`config.mk`:
```
export PLATFORM = sky130hd
export DESIGN_NAME = simplified_des_cipher_flat
export DESIGN_NICKNAME = d
export VERILOG_FILES = /design/src/hdl/sdes_pkg.sv /design/src/hdl/sdes_stream_if.sv /design/src/hdl/simplified_des_cipher.sv /design/src/flat_wrapper.sv
export SDC_FILE = /design/constraint.sdc
export NUM_CORES = 1
export LEC_CHECK = 0
export BUFFER_PORTS_ARGS = -buffer_cell sky130_fd_sc_hd__buf_2
export CORE_AREA = 3 3 40 42
export DETAILED_ROUTE_END_ITERATION = 16
export DIE_AREA = 0 0 43 45
export GPL_TIMING_DRIVEN = 0
export PLACE_DENSITY_LB_ADDON = 0.12
export SLEW_MARGIN = 20
export SYNTH_ARGS = -nofsm -noshare
export SYNTH_HDL_FRONTEND = slang
export SYNTH_SLANG_ARGS = --single-unit
export TNS_END_PERCENT = 50
```
`constraint.sdc`:
```
create_clock -name clk_i -period 0.8 [get_ports clk_i]
set_input_delay 0.08 -clock clk_i [delete_from_list [all_inputs] [get_ports clk_i]]
set_output_delay 0.08 -clock clk_i [all_outputs]
set_load 0.05 [all_outputs]
```
`src/hdl/sdes_pkg.sv`:
```
// types, constants and cipher functions for the simplified des block
package sdes_pkg;

  localparam int unsigned KeyWidth  = 10;
  localparam int unsigned ByteWidth = 8;

  localparam logic KIND_ENCRYPT = 1'b0;
  localparam logic KIND_DECRYPT = 1'b1;

  localparam logic [1:0] REG_CIPHER_KEY   = 2'd0;
  localparam logic [1:0] REG_INIT_VECTOR  = 2'd1;
  localparam logic [1:0] REG_CHAIN_ENABLE = 2'd2;

  typedef struct packed {
    logic                 kind;
    logic [ByteWidth-1:0] data_byte;
    logic                 message_start;
  } in_item_t;

  typedef struct packed {
    logic [ByteWidth-1:0] result_byte;
  } out_item_t;

  typedef struct packed {
    logic [1:0]          index;
    logic [KeyWidth-1:0] value;
  } cfg_item_t;

  // source bit index for each output bit, most significant output bit first
  localparam logic [3:0] P10_TAB [10] = '{4'd7, 4'd5, 4'd8, 4'd3, 4'd6,
                                          4'd0, 4'd9, 4'd1, 4'd2, 4'd4};
  localparam logic [3:0] P8_TAB  [8]  = '{4'd4, 4'd7, 4'd3, 4'd6, 4'd2, 4'd5, 4'd0, 4'd1};
  localparam logic [2:0] IP_TAB  [8]  = '{3'd6, 3'd2, 3'd5, 3'd7, 3'd4, 3'd0, 3'd3, 3'd1};
  localparam logic [2:0] IPI_TAB [8]  = '{3'd4, 3'd7, 3'd5, 3'd3, 3'd1, 3'd6, 3'd0, 3'd2};
  localparam logic [1:0] EP_TAB  [8]  = '{2'd0, 2'd3, 2'd2, 2'd1, 2'd2, 2'd1, 2'd0, 2'd3};
  localparam logic [1:0] P4_TAB  [4]  = '{2'd2, 2'd0, 2'd1, 2'd3};

  localparam logic [1:0] SBOX0 [16] = '{2'd1, 2'd0, 2'd3, 2'd2, 2'd3, 2'd2, 2'd1, 2'd0,
                                        2'd0, 2'd2, 2'd1, 2'd3, 2'd3, 2'd1, 2'd3, 2'd2};
  localparam logic [1:0] SBOX1 [16] = '{2'd0, 2'd1, 2'd2, 2'd3, 2'd2, 2'd0, 2'd1, 2'd3,
                                        2'd3, 2'd0, 2'd1, 2'd0, 2'd2, 2'd1, 2'd0, 2'd3};

  function automatic logic [9:0] perm_p10(logic [9:0] v);
    logic [9:0] r;
    for (int i = 0; i < 10; i++) begin
      r[9-i] = v[P10_TAB[i]];
    end
    return r;
  endfunction

  function automatic logic [7:0] perm_p8(logic [9:0] v);
    logic [7:0] r;
    for (int i = 0; i < 8; i++) begin
      r[7-i] = v[P8_TAB[i]];
    end
    return r;
  endfunction

  function automatic logic [7:0] perm_ip(logic [7:0] v);
    logic [7:0] r;
    for (int i = 0; i < 8; i++) begin
      r[7-i] = v[IP_TAB[i]];
    end
    return r;
  endfunction

  function automatic logic [7:0] perm_ipi(logic [7:0] v);
    logic [7:0] r;
    for (int i = 0; i < 8; i++) begin
      r[7-i] = v[IPI_TAB[i]];
    end
    return r;
  endfunction

  function automatic logic [7:0] perm_ep(logic [3:0] v);
    logic [7:0] r;
    for (int i = 0; i < 8; i++) begin
      r[7-i] = v[EP_TAB[i]];
    end
    return r;
  endfunction

  function automatic logic [3:0] perm_p4(logic [3:0] v);
    logic [3:0] r;
    for (int i = 0; i < 4; i++) begin
      r[3-i] = v[P4_TAB[i]];
    end
    return r;
  endfunction

  function automatic logic [4:0] rot_left1(logic [4:0] x);
    return {x[3:0], x[4]};
  endfunction

  function automatic logic [4:0] rot_left3(logic [4:0] x);
    return {x[1:0], x[4:2]};
  endfunction

  function automatic logic [7:0] subkey1(logic [KeyWidth-1:0] key);
    logic [9:0] p;
    p = perm_p10(key);
    return perm_p8({rot_left1(p[9:5]), rot_left1(p[4:0])});
  endfunction

  function automatic logic [7:0] subkey2(logic [KeyWidth-1:0] key);
    logic [9:0] p;
    p = perm_p10(key);
    return perm_p8({rot_left3(p[9:5]), rot_left3(p[4:0])});
  endfunction

  function automatic logic [3:0] round_f(logic [3:0] r4, logic [7:0] k);
    logic [7:0] e;
    logic [3:0] s;
    e = perm_ep(r4) ^ k;
    s = {SBOX0[{e[7], e[4], e[6], e[5]}], SBOX1[{e[3], e[0], e[2], e[1]}]};
    return perm_p4(s);
  endfunction

  function automatic logic [7:0] round_fk(logic [7:0] x, logic [7:0] k);
    return {x[7:4] ^ round_f(x[3:0], k), x[3:0]};
  endfunction

  function automatic logic [7:0] sdes_core(logic [7:0] b, logic [7:0] ka, logic [7:0] kb);
    logic [7:0] x;
    x = perm_ip(b);
    x = round_fk(x, ka);
    x = {x[3:0], x[7:4]};
    x = round_fk(x, kb);
    return perm_ipi(x);
  endfunction

endpackage

```
`src/hdl/sdes_stream_if.sv`:
```
// valid/ready channel carrying one payload per transaction
interface sdes_stream_if #(
  parameter type payload_t = logic
);
  logic     valid;
  logic     ready;
  payload_t data;

  modport source (output valid, output data, input ready);
  modport sink   (input valid, input data, output ready);
endinterface

```
`src/hdl/simplified_des_cipher.sv`:
```
// simplified des byte cipher with optional cipher-block chaining
// path: an accepted input is held in the input register, then in the result register,
//   which drives the output; a blocked output can stall both
// throughput: one byte per clock unless out_o stalls; chain_q holds the chaining value
// reset: rst_ni clears key, init vector, chain enable, chaining value and valid flags
module simplified_des_cipher (
  input logic              clk_i,
  input logic              rst_ni,
  sdes_stream_if.sink      cfg_i,
  sdes_stream_if.sink      in_i,
  sdes_stream_if.source    out_o
);
  import sdes_pkg::*;

  logic [KeyWidth-1:0]  key_q;
  logic [ByteWidth-1:0] iv_q;
  logic                 chain_en_q;
  logic [ByteWidth-1:0] chain_q, chain_d;

  logic                 s1_valid_q;
  in_item_t             s1_item_q;
  logic                 out_valid_q;
  out_item_t            out_q, out_d;

  logic                 out_free, s1_adv, in_accept;
  logic [7:0]           k1, k2;
  logic [ByteWidth-1:0] chain_base, mix;

  cfg_item_t cfg_item;
  in_item_t  in_item;

  assign cfg_item    = cfg_i.data;
  assign in_item     = in_i.data;
  assign cfg_i.ready = 1'b1;

  always_ff @(posedge clk_i or negedge rst_ni) begin
    if (!rst_ni) begin
      key_q      <= '0;
      iv_q       <= '0;
      chain_en_q <= 1'b0;
    end else if (cfg_i.valid) begin
      unique case (cfg_item.index)
        REG_CIPHER_KEY:   key_q      <= cfg_item.value;
        REG_INIT_VECTOR:  iv_q       <= cfg_item.value[ByteWidth-1:0];
        REG_CHAIN_ENABLE: chain_en_q <= cfg_item.value[0];
        default: ;
      endcase
    end
  end

  assign out_free   = !out_valid_q || out_o.ready;
  assign s1_adv     = s1_valid_q && out_free;
  assign in_i.ready = !s1_valid_q || out_free;
  assign in_accept  = in_i.valid && in_i.ready;

  assign k1 = subkey1(key_q);
  assign k2 = subkey2(key_q);

  always_comb begin
    chain_base = s1_item_q.message_start ? iv_q : chain_q;
    mix        = chain_en_q ? chain_base : '0;
    if (s1_item_q.kind == KIND_DECRYPT) begin
      out_d.result_byte = sdes_core(s1_item_q.data_byte, k2, k1) ^ mix;
      chain_d           = s1_item_q.data_byte;
    end else begin
      out_d.result_byte = sdes_core(s1_item_q.data_byte ^ mix, k1, k2);
      chain_d           = out_d.result_byte;
    end
  end

  always_ff @(posedge clk_i or negedge rst_ni) begin
    if (!rst_ni) begin
      s1_valid_q  <= 1'b0;
      out_valid_q <= 1'b0;
      chain_q     <= '0;
    end else begin
      if (in_i.ready) begin
        s1_valid_q <= in_i.valid;
      end
      if (out_free) begin
        out_valid_q <= s1_valid_q;
      end
      if (s1_adv) begin
        chain_q <= chain_d;
      end
    end
  end

  always_ff @(posedge clk_i) begin
    if (in_accept) begin
      s1_item_q <= in_item;
    end
    if (s1_adv) begin
      out_q <= out_d;
    end
  end

  assign out_o.valid = out_valid_q;
  assign out_o.data  = out_q;

  a_out_from_stage: assert property (@(posedge clk_i) disable iff (!rst_ni)
    $rose(out_valid_q) |-> $past(s1_valid_q))
    else $error("result appeared without a held input");

  a_no_overrun: assert property (@(posedge clk_i) disable iff (!rst_ni)
    (s1_valid_q && out_valid_q && !out_o.ready) |-> !in_i.ready)
    else $error("input taken while both stages are blocked");

  a_dec_chain: assert property (@(posedge clk_i) disable iff (!rst_ni)
    (s1_adv && s1_item_q.kind == KIND_DECRYPT) |=> chain_q == $past(s1_item_q.data_byte))
    else $error("chaining value not loaded from decrypt input");

  a_enc_chain: assert property (@(posedge clk_i) disable iff (!rst_ni)
    (s1_adv && s1_item_q.kind == KIND_ENCRYPT) |=> chain_q == out_q.result_byte)
    else $error("chaining value differs from encrypt result");

endmodule
```
`src/flat_wrapper.sv`:
```
// flat-port wrapper written by rule: the top's interface ports become plain ports
module simplified_des_cipher_flat import sdes_pkg::*;
  (clk_i, rst_ni, cfg_i_valid, cfg_i_data, cfg_i_ready, in_i_valid, in_i_data, in_i_ready, out_o_valid, out_o_data, out_o_ready);
  sdes_stream_if cfg_i_i ();
  sdes_stream_if in_i_i ();
  sdes_stream_if out_o_i ();
  input logic clk_i;
  input logic rst_ni;
  input wire logic [$bits(cfg_i_i.valid)-1:0] cfg_i_valid;
  input wire logic [$bits(cfg_i_i.data)-1:0] cfg_i_data;
  output wire logic [$bits(cfg_i_i.ready)-1:0] cfg_i_ready;
  input wire logic [$bits(in_i_i.valid)-1:0] in_i_valid;
  input wire logic [$bits(in_i_i.data)-1:0] in_i_data;
  output wire logic [$bits(in_i_i.ready)-1:0] in_i_ready;
  output wire logic [$bits(out_o_i.valid)-1:0] out_o_valid;
  output wire logic [$bits(out_o_i.data)-1:0] out_o_data;
  input wire logic [$bits(out_o_i.ready)-1:0] out_o_ready;
  assign cfg_i_i.valid = cfg_i_valid;
  assign cfg_i_i.data = cfg_i_data;
  assign cfg_i_ready = cfg_i_i.ready;
  assign in_i_i.valid = in_i_valid;
  assign in_i_i.data = in_i_data;
  assign in_i_ready = in_i_i.ready;
  assign out_o_valid = out_o_i.valid;
  assign out_o_data = out_o_i.data;
  assign out_o_i.ready = out_o_ready;
  simplified_des_cipher u_core (.clk_i(clk_i), .rst_ni(rst_ni), .cfg_i(cfg_i_i), .in_i(in_i_i), .out_o(out_o_i));
endmodule
```
==> results.py <==
metrics = {
    "run_status": {
        "status": "finished with violations",
        "violations": "negative setup slack",
    },
    "placed_design": {
        "placed_cells": 36,
        "post-place-ws_ns": -0.1234,
        "dp_hpwl_um": 243.3,
        "dpl-instance-area_um2": 230.2,
        "io_buffers": 8,
        "gp_congestion": 0.5748,
    },
    "timing": {
        "setup_viol": 4,
        "grt_setup_unrepaired": "yes",
        "finalCritPeriodShare": 1.279,
        "max_freq_ghz": 0.9771,
        "hold_ws_ns": 0.03311,
        "fin_skew_ns": 0.004893,
        "drv_slew": 0,
        "final.setup.worst_slack_ns": -0.2234,
        "finalCriticalPeriod_ns": 1.023,
        "hold_viol": 0,
    },
    "finish": {
        "final_layout_size_suffix_gt1_frac": 0.6667,
        "final_cells": 42,
        "nFillCells": 137,
        "diodes": 0,
        "final_common_cell": "buf_2",
        "nets": 35,
        "area_delta_synth_final_pct": 88.06,
        "final_cell_area_um2": 315.3,
        "final_cell_mix": "5 x buf_2, 3 x clkbuf_4, 2 x buf_4, 2 x buf_8, 2 x dfrtp_1",
    },
    "synthesis": {
        "syn_avg_cell_area_um2": 12.90,
        "ys_seq_elements": 4,
        "syn_area_um2": 167.7,
        "ys_types": 10,
        "yosysWarnings": 0,
        "yosysSeqAreaShare": 0.6269,
        "synthCells": 13,
        "syn_nets": 20,
    },
    "global_routing": {
        "antenna_found_initial": 0,
        "groute.usage.overall": 0.03933,
        "grt_pass1_vias": 125,
        "overflow": 0,
        "grt_pass1_wl_um": 469,
        "grt_max_degree": 5,
    },
    "cts": {
        "clkTransAtPathRegs_ns": 0.04,
        "root_buffer": "clkbuf_4",
        "cts_buffer_depth": 2,
        "cts.sinks": 4,
        "cts_made_buffers": 3,
        "htreeDepth": 1,
        "cts_tree": "built",
        "clkLatencyLatePin_ns": 0.23,
    },
    "power_and_ir_drop": {
        "swShare": 0.2643,
        "power_density_nw_per_um2": 2128,
        "clock_power_share": 0.403,
        "power_switching_w": 0.0001774,
        "p_int_w": 0.0004937,
        "ir_worst_vdd_v": 0.0007413,
        "p_comb_frac": 0.239,
        "leakage_nw": 0.1539,
        "p_seq_frac": 0.358,
    },
    "die": {
        "coreArea_um2": 1285,
        "die_w_um": 43,
        "rows": 13,
        "ios": 11,
        "initial_utilization": 0.1305,
        "die-area_um2": 1935,
        "fp.dieH_um": 45,
    },
    "setup_path": {
        "rrSetupSlack_ns": -0.19,
        "critical_path.startpoint": "u_core.out_o.valid$_DFFE_PN0P_",
        "worst-setup-path-type": "flip-flop to output pin",
        "r2r_start": "u_core.out_o.valid$_DFFE_PN0P_",
        "r2r_end": "u_core.out_q[0]$_DFFE_PP_",
        "critPathArrivalTime_ns": 0.94,
        "crit_required_ns": 0.72,
        "crit_fanout": 2,
        "reg2reg_depth": 3,
        "start_kind": "flip-flop",
        "critPathCaptureType": "output pin",
    },
    "flow_run": {
        "maxCapViolations": 0,
    },
    "route": {
        "drt_pass1_iterations": 4,
        "vias_per_cell": 3.190,
        "post_drt_wl_per_cell_um": 7.310,
        "routed_wl_um": 307,
        "postRouteAntennaNets": 0,
        "drt-initial-drc-count": 2,
        "vias": 134,
        "drc": 0,
    },
    "worst_hold_path": {
        "min_path_type": "input port to flip-flop",
        "hold_path_end": "u_core.s1_valid_q$_DFFE_PN0P_",
        "hp-start": "in_i_valid",
        "hold_depth": 2,
    },
}
stage by stage:
stage	util	setup TNS, ns	total power [W]
5_1_grt	0.2454	-0.7828	0.0007094
2_1_floorplan	-	-0.6032	0.0003276
4_1_cts	0.2366	-0.7026	0.0006797
6_report	0.2454	-0.6523	0.0006711
3_3_place_gp	0.1792	-0.2499	0.0003583
3_5_place_dp	0.1792	-0.2501	0.0003587
metal layers:
metal / vias up / routed length [µm] / global-route usage
li1: 68 / - / -
met1: 59 / 109 / 0.02934
met2: 7 / 146 / 0.04491
met3: 0 / 52 / 0.03187
met4: 0 / 0 / 0.07229
met5: - / 0 / 0
kinds of logic (layout without fill, tap and decap cells):
| group | count (synthesis) | after routing | synth area share |
|---|---|---|---|
| AND/OR/NAND/NOR | 5 | 5 | 0.1717 |
| other | 1 | 1 | 0.02237 |
| multiplexers | 1 | 1 | 0.08953 |
| AO/OA/AOI/OAI | 1 | 1 | 0.04479 |
| flip-flops | 4 | 4 | 0.6269 |
| buffers and inverters | 1 | 15 | 0.04479 |
area by class of cell:
| type | instances | area, µm² | share of cell area |
|---|---|---|---|
| Buffer | 1 | 7.507 | 0.02381 |
| Sequential cell | 4 | 106.4 | 0.3373 |
| Tap cell | 15 | 18.77 | 0.05952 |
| Multi-Input combinational cell | 8 | 72.57 | 0.2302 |
| Timing Repair Buffer | 10 | 83.83 | 0.2659 |
| Clock buffer | 4 | 26.28 | 0.08333 |
flip-flops by register name, indices dropped and copies added (netlist names):
name and cells:
u_core.key_q 1, u_core.out_o.valid 1, u_core.out_q 1, u_core.s1_valid_q 1
cells in the mapped netlist:
cell      n  area share
buf_4     1       0.045
nor2b_1   1       0.037
dfrtp_1   3        0.45
nand2_1   1       0.022
mux2_4    1       0.090
conb_1    1       0.022
nand2b_1  2       0.075
and2_1    1       0.037
edfxtp_1  1        0.18
a21o_1    1       0.045
critical path, stage by stage (launching register included):
cell	delay (ns)
dfrtp_2	0.39
nor2b_4	0.13
nand2_2	0.06
buf_8	0.14
how the worst max path moves through the flow:
stage | to | slack, ns
finish | in_i_ready | -0.22
global route | in_i_ready | -0.26
CTS | in_i_ready | -0.24
detailed placement | in_i_ready | -0.12
global placement | in_i_ready | -0.12
floorplan | u_core.out_q[0]$_DFFE_PP_ | -0.23
what timing repair did:
item | CTS | global route
resized for setup | 9 | 2
hold endpoints to repair | 3 | 0
hold buffers | 1 | 0
setup buffers | 1 | 0
pin swaps | 1 | 0
endpoints found under the setup margin | 5 | 6
power by group through the flow:
stage	Clock (W)	Combinational, W	Sequential [W]
after floorplan	0	0.0000551	0.000272
after global placement	0	0.000115	0.000243
after detailed placement	0	0.000116	0.000243
after CTS	0.000287	0.000152	0.000241
after global routing	0.000298	0.000168	0.000243
final	0.000270	0.000160	0.000241
(Power assumes the default switching activity.)
